<file path="config.mk">
export PLATFORM = sky130hd
export DESIGN_NAME = clcd_seq
export DESIGN_NICKNAME = d
export VERILOG_FILES = /design/src/hw/rtl/clcd_pkg.sv /design/src/hw/rtl/clcd_seq.sv
export SDC_FILE = /design/constraint.sdc
export NUM_CORES = 1
export LEC_CHECK = 0
export BUFFER_PORTS_ARGS = -buffer_cell sky130_fd_sc_hd__buf_2
export CAP_MARGIN = 20
export CORE_MARGIN = 3
export CORE_UTILIZATION = 48
export CTS_CLUSTER_DIAMETER = 80
export CTS_CLUSTER_SIZE = 40
export DETAILED_ROUTE_END_ITERATION = 6
export HOLD_SLACK_MARGIN = 0.12
export PLACE_DENSITY = 0.81
export SYNTH_ARGS = -nofsm -noshare
export SYNTH_HDL_FRONTEND = slang
export SYNTH_SLANG_ARGS = --single-unit
</file>
<file path="constraint.sdc">
create_clock -name clock -period 2.7 [get_ports clock]
set_input_delay 0.405 -clock clock [delete_from_list [all_inputs] [get_ports clock]]
set_output_delay 0.405 -clock clock [all_outputs]
set_load 0.02 [all_outputs]
</file>
<file path="src/hw/rtl/clcd_pkg.sv">
// ----------------------------------------------------------------------------
// clcd_pkg
// Shared types, codes and the control store for the character LCD write
// sequencer.
// ----------------------------------------------------------------------------
package clcd_pkg;

   // Request kinds as they arrive on the input channel.
   localparam logic [2:0] KIND_CMD    = 3'd0;
   localparam logic [2:0] KIND_CHAR   = 3'd1;
   localparam logic [2:0] KIND_CURSOR = 3'd2;
   localparam logic [2:0] KIND_INT    = 3'd3;
   localparam logic [2:0] KIND_INIT   = 3'd4;

   // Configuration register indexes.
   localparam logic [1:0] CSR_PULSE      = 2'd0;
   localparam logic [1:0] CSR_SETTLE     = 2'd1;
   localparam logic [1:0] CSR_POWER_WAIT = 2'd2;

   localparam int unsigned TIME_W = 10;
   localparam int unsigned PC_W   = 4;

   localparam logic [TIME_W-1:0] PULSE_RESET      = 10'd100;
   localparam logic [TIME_W-1:0] SETTLE_RESET     = 10'd500;
   localparam logic [TIME_W-1:0] POWER_WAIT_RESET = 10'd100;

   // Byte constants of the display protocol.
   localparam logic [7:0] LINE0_BASE = 8'h80;
   localparam logic [7:0] LINE1_BASE = 8'hC0;
   localparam logic [7:0] ASCII_ZERO = 8'h30;
   localparam logic [7:0] INIT_CMD0  = 8'h33;
   localparam logic [7:0] INIT_CMD1  = 8'h32;
   localparam logic [7:0] INIT_CMD2  = 8'h28;
   localparam logic [7:0] INIT_CMD3  = 8'h0C;
   localparam logic [7:0] INIT_CMD4  = 8'h01;
   localparam logic [7:0] INIT_CMD5  = 8'h06;
   localparam logic [7:0] INIT_CMD6  = 8'h02;

   // Decimal conversion.
   localparam int unsigned MAX_DIGITS = 10;
   localparam int unsigned DIG_CNT_W  = 4;
   localparam logic [63:0] RECIP_TEN  = 64'h0000_0000_CCCC_CCCD;
   localparam int unsigned RECIP_SHIFT = 35;

   // Byte phase counter: five phases per byte.
   localparam logic [2:0] PH_HI_SETUP = 3'd0;
   localparam logic [2:0] PH_HI_PULSE = 3'd1;
   localparam logic [2:0] PH_LO_SETUP = 3'd2;
   localparam logic [2:0] PH_LO_PULSE = 3'd3;
   localparam logic [2:0] PH_SETTLE   = 3'd4;

   // Micro-operation of a control word.
   typedef enum logic [1:0] {
      OP_BYTE = 2'd0,
      OP_WAIT = 2'd1,
      OP_CONV = 2'd2
   } op_type;

   // Where the byte of a byte step comes from.
   typedef enum logic [1:0] {
      SRC_IN     = 2'd0,
      SRC_CURSOR = 2'd1,
      SRC_DIGIT  = 2'd2,
      SRC_CONST  = 2'd3
   } src_type;

   // Sequencing after a step completes.
   typedef enum logic [1:0] {
      JMP_NEXT  = 2'd0,
      JMP_END   = 2'd1,
      JMP_DIGIT = 2'd2
   } jmp_type;

   typedef struct packed {
      op_type          op;
      src_type         src;
      logic            rs;
      logic [7:0]      const_byte;
      jmp_type         jmp;
      logic [PC_W-1:0] target;
   } ucode_word_type;

   // Program entry points.
   localparam logic [PC_W-1:0] PC_CMD      = 4'd0;
   localparam logic [PC_W-1:0] PC_CHAR     = 4'd1;
   localparam logic [PC_W-1:0] PC_CURSOR   = 4'd2;
   localparam logic [PC_W-1:0] PC_INT      = 4'd3;
   localparam logic [PC_W-1:0] PC_INT_LOOP = 4'd4;
   localparam logic [PC_W-1:0] PC_INIT     = 4'd5;

   // One pin phase as it leaves the block.
   typedef struct packed {
      logic              reg_select;
      logic              enable;
      logic [3:0]        nibble;
      logic [TIME_W-1:0] hold_us;
      logic              last;
   } phase_type;

   // Sequencer to digit unit.
   typedef struct packed {
      logic load;
      logic pop;
   } dig_ctl_type;

   // Digit unit to sequencer.
   typedef struct packed {
      logic       busy;
      logic       more;
      logic [3:0] digit;
   } dig_stat_type;

   function automatic ucode_word_type make_word(input op_type op, input src_type src,
                                                input logic rs, input logic [7:0] cb,
                                                input jmp_type jmp,
                                                input logic [PC_W-1:0] target);
      ucode_word_type w;
      w.op         = op;
      w.src        = src;
      w.rs         = rs;
      w.const_byte = cb;
      w.jmp        = jmp;
      w.target     = target;
      return w;
   endfunction

   // The control store.
   function automatic ucode_word_type ucode_rom(input logic [PC_W-1:0] addr);
      ucode_word_type w;
      unique case (addr)
         4'd0:    w = make_word(OP_BYTE, SRC_IN, 1'b0, 8'h00, JMP_END, PC_CMD);
         4'd1:    w = make_word(OP_BYTE, SRC_IN, 1'b1, 8'h00, JMP_END, PC_CMD);
         4'd2:    w = make_word(OP_BYTE, SRC_CURSOR, 1'b0, 8'h00, JMP_END, PC_CMD);
         4'd3:    w = make_word(OP_CONV, SRC_DIGIT, 1'b1, 8'h00, JMP_NEXT, PC_CMD);
         4'd4:    w = make_word(OP_BYTE, SRC_DIGIT, 1'b1, 8'h00, JMP_DIGIT, PC_INT_LOOP);
         4'd5:    w = make_word(OP_WAIT, SRC_CONST, 1'b0, 8'h00, JMP_NEXT, PC_CMD);
         4'd6:    w = make_word(OP_BYTE, SRC_CONST, 1'b0, INIT_CMD0, JMP_NEXT, PC_CMD);
         4'd7:    w = make_word(OP_BYTE, SRC_CONST, 1'b0, INIT_CMD1, JMP_NEXT, PC_CMD);
         4'd8:    w = make_word(OP_BYTE, SRC_CONST, 1'b0, INIT_CMD2, JMP_NEXT, PC_CMD);
         4'd9:    w = make_word(OP_BYTE, SRC_CONST, 1'b0, INIT_CMD3, JMP_NEXT, PC_CMD);
         4'd10:   w = make_word(OP_BYTE, SRC_CONST, 1'b0, INIT_CMD4, JMP_NEXT, PC_CMD);
         4'd11:   w = make_word(OP_BYTE, SRC_CONST, 1'b0, INIT_CMD5, JMP_NEXT, PC_CMD);
         4'd12:   w = make_word(OP_BYTE, SRC_CONST, 1'b0, INIT_CMD6, JMP_END, PC_CMD);
         default: w = make_word(OP_WAIT, SRC_CONST, 1'b0, 8'h00, JMP_END, PC_CMD);
      endcase
      return w;
   endfunction

endpackage

</file>
<file path="src/hw/rtl/clcd_seq.sv">
// ----------------------------------------------------------------------------
// clcd_seq
// Microcoded sequencer: a program counter steps through the control store
// and a phase counter walks each byte through its five pin phases.
// ----------------------------------------------------------------------------
module clcd_seq (
   input  logic                          clock,
   input  logic                          reset,
   input  logic                          start,
   input  logic [2:0]                    kind,
   input  logic [7:0]                    byte_value,
   input  logic                          row,
   input  logic [5:0]                    column,
   input  logic [clcd_pkg::TIME_W-1:0]   pulse_us,
   input  logic [clcd_pkg::TIME_W-1:0]   settle_us,
   input  logic [clcd_pkg::TIME_W-1:0]   power_wait_us,
   input  logic                          out_free,
   input  clcd_pkg::dig_stat_type        dig_stat,
   output logic                          idle,
   output logic                          emit,
   output clcd_pkg::phase_type           phase,
   output clcd_pkg::dig_ctl_type         dig_ctl
);

   logic                        running_ff, running_in;
   logic [clcd_pkg::PC_W-1:0]   pc_ff, pc_in;
   logic [2:0]                  ph_ff, ph_in;
   logic [7:0]                  byte_ff;
   logic                        row_ff;
   logic [5:0]                  col_ff;
   clcd_pkg::ucode_word_type    word;
   logic [7:0]                  cur_byte;
   logic [7:0]                  line_base;
   logic                        final_phase;
   logic                        step_done;
   logic                        end_here;
   logic                        entry_ok;
   logic [clcd_pkg::PC_W-1:0]   entry_pc;

   // Entry point for each request kind; unknown kinds start nothing.
   always_comb begin
      entry_ok = 1'b1;
      entry_pc = clcd_pkg::PC_CMD;
      unique case (kind)
         clcd_pkg::KIND_CMD:    entry_pc = clcd_pkg::PC_CMD;
         clcd_pkg::KIND_CHAR:   entry_pc = clcd_pkg::PC_CHAR;
         clcd_pkg::KIND_CURSOR: entry_pc = clcd_pkg::PC_CURSOR;
         clcd_pkg::KIND_INT:    entry_pc = clcd_pkg::PC_INT;
         clcd_pkg::KIND_INIT:   entry_pc = clcd_pkg::PC_INIT;
         default:               entry_ok = 1'b0;
      endcase
   end

   // Byte selection for the current step.
   always_comb begin
      word      = clcd_pkg::ucode_rom(pc_ff);
      line_base = row_ff ? clcd_pkg::LINE1_BASE : clcd_pkg::LINE0_BASE;
      unique case (word.src)
         clcd_pkg::SRC_IN:     cur_byte = byte_ff;
         clcd_pkg::SRC_CURSOR: cur_byte = line_base + {2'b00, col_ff};
         clcd_pkg::SRC_DIGIT:  cur_byte = clcd_pkg::ASCII_ZERO + {4'h0, dig_stat.digit};
         clcd_pkg::SRC_CONST:  cur_byte = word.const_byte;
         default:              cur_byte = word.const_byte;
      endcase
   end

   // Step completion and program flow.
   always_comb begin
      emit        = running_ff && (word.op != clcd_pkg::OP_CONV) && out_free;
      final_phase = (word.op == clcd_pkg::OP_WAIT) || (ph_ff == clcd_pkg::PH_SETTLE);
      end_here    = (word.jmp == clcd_pkg::JMP_END) ||
                    ((word.jmp == clcd_pkg::JMP_DIGIT) && !dig_stat.more);
      unique case (word.op)
         clcd_pkg::OP_CONV: step_done = running_ff && !dig_stat.busy;
         clcd_pkg::OP_WAIT: step_done = emit;
         clcd_pkg::OP_BYTE: step_done = emit && (ph_ff == clcd_pkg::PH_SETTLE);
         default:           step_done = emit;
      endcase

      dig_ctl.load = start && (kind == clcd_pkg::KIND_INT);
      dig_ctl.pop  = step_done && (word.jmp == clcd_pkg::JMP_DIGIT);

      running_in = running_ff;
      pc_in      = pc_ff;
      ph_in      = ph_ff;
      if (start) begin
         running_in = entry_ok;
         pc_in      = entry_pc;
         ph_in      = clcd_pkg::PH_HI_SETUP;
      end else if (step_done) begin
         ph_in = clcd_pkg::PH_HI_SETUP;
         if (end_here) begin
            running_in = 1'b0;
         end else if (word.jmp == clcd_pkg::JMP_NEXT) begin
            pc_in = pc_ff + 4'd1;
         end else begin
            pc_in = word.target;
         end
      end else if (emit) begin
         ph_in = ph_ff + 3'd1;
      end
   end

   // Pin levels and hold time of the current phase.
   always_comb begin
      phase.reg_select = word.rs;
      phase.enable     = 1'b0;
      phase.nibble     = cur_byte[3:0];
      phase.hold_us    = '0;
      phase.last       = end_here && final_phase;
      if (word.op == clcd_pkg::OP_WAIT) begin
         phase.reg_select = 1'b0;
         phase.nibble     = 4'h0;
         phase.hold_us    = power_wait_us;
      end else begin
         unique case (ph_ff)
            clcd_pkg::PH_HI_SETUP: phase.nibble = cur_byte[7:4];
            clcd_pkg::PH_HI_PULSE: begin
               phase.nibble  = cur_byte[7:4];
               phase.enable  = 1'b1;
               phase.hold_us = pulse_us;
            end
            clcd_pkg::PH_LO_SETUP: phase.nibble = cur_byte[3:0];
            clcd_pkg::PH_LO_PULSE: begin
               phase.enable  = 1'b1;
               phase.hold_us = pulse_us;
            end
            default: phase.hold_us = settle_us;
         endcase
      end
   end

   always_ff @(posedge clock) begin
      if (reset) begin
         running_ff <= 1'b0;
         pc_ff      <= '0;
         ph_ff      <= '0;
      end else begin
         running_ff <= running_in;
         pc_ff      <= pc_in;
         ph_ff      <= ph_in;
      end
   end

   // Request fields held for the duration of the program.
   always_ff @(posedge clock) begin
      if (start) begin
         byte_ff <= byte_value;
         row_ff  <= row;
         col_ff  <= column;
      end
   end

   assign idle = !running_ff;

endmodule

</file>
==> flow_summary.ini <==
[yosys]
ys_warn_count = 0
synth_edf_count = 15
synthAdderAreaFrac_pct = 3.89
syn_area_per_cell_um2 = 10.1
synth-seq-cells = 36
synth_top_family_by_area = compound AO/OA/AOI/OAI gates
synth_fp_nets = 254
synth-xor-area-share_pct = 0.909
synthCells = 190
synth-simple-area-share_pct = 15.2
netlist_area_um2 = 1930
synthArstFlopShare_pct = 0
muxShareOfSynthArea_pct = 6.23
synth-seq-area-share_pct = 45.2
ys.flop_type = dfxtp_1
synth.distinct_cells = 52
synth_compound_area_share_pct = 22.8

[sta]
worst_pin_slew_ns = 0.657
hold_violations = 0
setup-violations-final = 0
min_period_over_period_pct = 91.8
tns_ns = 0
slew_viol_final = 0
setup_ws_ns = 0.221
fin_skew_ns = 0.00506
grt_setup_unrepaired = no
relSlewSlack_pct = 56.0
period_minus_slack_ns = 2.48
fmax_ghz = 0.403

[layout]
drive_gt1_share_pct = 38.7
multi_input_area_um2 = 947
diodes = 0
layout_commonest_cell = buf_2
fill_cells = 324
fin_area_um2 = 2470
final_net_count = 334
area_growth_pct = 28.1
final_cell_mix = 78 x buf_2, 21 x dfxtp_1, 20 x nor2_1, 18 x inv_1, 15 x edfxtp_1
seqCellArea_um2 = 871
post-route-util_pct = 65.5

[global_routing]
grt_max_degree = 27
track_usage_pct = 18.5
grt_overflow = 0
grt_pass1_wl_um = 7250
grt_pass1_vias = 1591
grt_antenna_before_repair = 0

[routing]
wl_met1_um = 1920
ant_nets = 0
top_layer_used = met4
dr.first_iter.drc_count = 109
drt_wl_total_um = 4470
drc = 0
via_count = 1779
wl_met2_um = 2120
via_per_inst = 5.58
wl_per_cell_um = 14.0
wl_met3_um = 385
firstDrtPassIters = 4

[die]
design.die.area_um2 = 4810
pin_count = 79
core-area_um2 = 3770
std_cell_rows = 22
fp.dieH_um = 69.4
dieWidth_um = 69.4
start_util_pct = 51.1

[power_and_ir_drop]
power.density_nw_per_um2 = 520
vdd_drop_max_mv = 0.482
power_mw = 1.28
p_leak_nw = 1.15

[clocking]
cts_root_buf = clkbuf_8
clock_sinks = 36
ctsResizeCount = 0
hold_buffers = 0
cts_tree = built
clkTransAtPathRegs_ns = 0.07
cts_made_buffers = 5
cts_buffer_depth = 2
clk_latency_ns = 0.28
ctsHtreeMaxLevel = 2
postCtsSetupBuffers = 0

[setup_path]
critPathKind = flip-flop to flip-flop
crit_chain = inv_1 > ha_1 > and4b_4 > o31ai_2 > o211a_1 > a21oi_2 > or4_1 > a21oi_1
worstPathMaxFanout = 8
slowest_stage = or4_1
startpoint_type = flip-flop
cp_slowest_stage_delay_ns = 0.52
reg2reg_slack_ns = 0.22
crit_arrival_ns = 2.70
end_kind = flip-flop
cp_data_required_time_ns = 2.92

[worst_hold_path]
hold_class = input pin to flip-flop

[place]
routabilityCongestion = 0.826
placed_cell_area_um2 = 2360
dp_hpwl_um = 3460
post-place-ws_ns = 0.258
port_buffers = 78

[run]
cap_violations = 0

[outcome]
status = complete, no violations
## worst max-delay path: cells and delay by family (launching register included)
kind / cells / cell delay (ns)
AOI/OAI and AO/OA: 4 / 0.92
adders and majority gates: 1 / 0.22
buffers and inverters: 1 / 0.10
DFF: 1 / 0.46
and+or+nand+nor: 2 / 0.72
## state kept, by name, summed over array words and instances (netlist names)
signal and flops:
byte_ff 8, word 13, pc_ff 4, col_ff 6, running_ff 1, row_ff 1, ph_ff 3
## per-layer routing
metal | global-route usage (%) | up-vias
met5 | 0 | -
met4 | 4.56 | 0
met3 | 6.38 | 5
met2 | 29.6 | 71
met1 | 23.9 | 827
li1 | - | 876
## cell type report
type | instances | share of cell area [%]
clock inverters | 3 | 1.72
inverters | 20 | 3.04
repair buffers | 80 | 16.4
flip-flops and latches | 36 | 35.3
well taps | 48 | 2.43
multi-input cells | 127 | 38.3
clock buffers | 5 | 2.79
## through the flow
step | cells | hold slack (ns)
2_1_floorplan | 190 | 0.504
3_3_place_gp | 311 | 0.540
3_5_place_dp | 311 | 0.548
4_1_cts | 319 | 0.286
5_1_grt | 319 | 0.277
6_report | 319 | 0.294
## cell usage after synthesis (3+ instances only)
library cell / number / area share [%]
clkbuf_1: 5 / 0.97
dfxtp_1: 21 / 22
o21ai_0: 7 / 1.8
ha_1: 6 / 3.9
nor2_1: 20 / 3.9
a222oi_1: 10 / 5.2
a21oi_1: 9 / 2.3
nand2_1: 11 / 2.1
nand3_1: 3 / 0.78
mux2i_1: 3 / 1.6
nor3_1: 5 / 1.3
mux4_2: 3 / 3.5
inv_1: 18 / 3.5
nand2b_1: 5 / 1.6
edfxtp_1: 15 / 23
## report_power, final
| part | leakage (nW) | internal (mW) | switching, mW |
|---|---|---|---|
| clock | 0.0541 | 0.273 | 0.191 |
| combinational | 0.777 | 0.0958 | 0.107 |
| sequential | 0.318 | 0.596 | 0.0215 |
## kinds of logic after synthesis
group / count (synthesis)
simple gates: 57
xor+xnor: 2
mux: 8
fa+ha+maj: 6
compound gates: 54
buf+inv: 27
flops: 36
## worst paths after layout
path / to / cells after the start / start
max: word[11]$_DFF_P_ / 8 / ph_ff[1]$_SDFFE_PP0P_
min: byte_ff[4]$_DFFE_PP_ / 1 / byte_value[4]
max reg2reg: word[11]$_DFF_P_ / 8 / ph_ff[1]$_SDFFE_PP0P_
min reg2reg: running_ff$_SDFFE_PP0P_ / 2 / running_ff$_SDFFE_PP0P_
No activity file was read; power rests on OpenSTA's default activity.
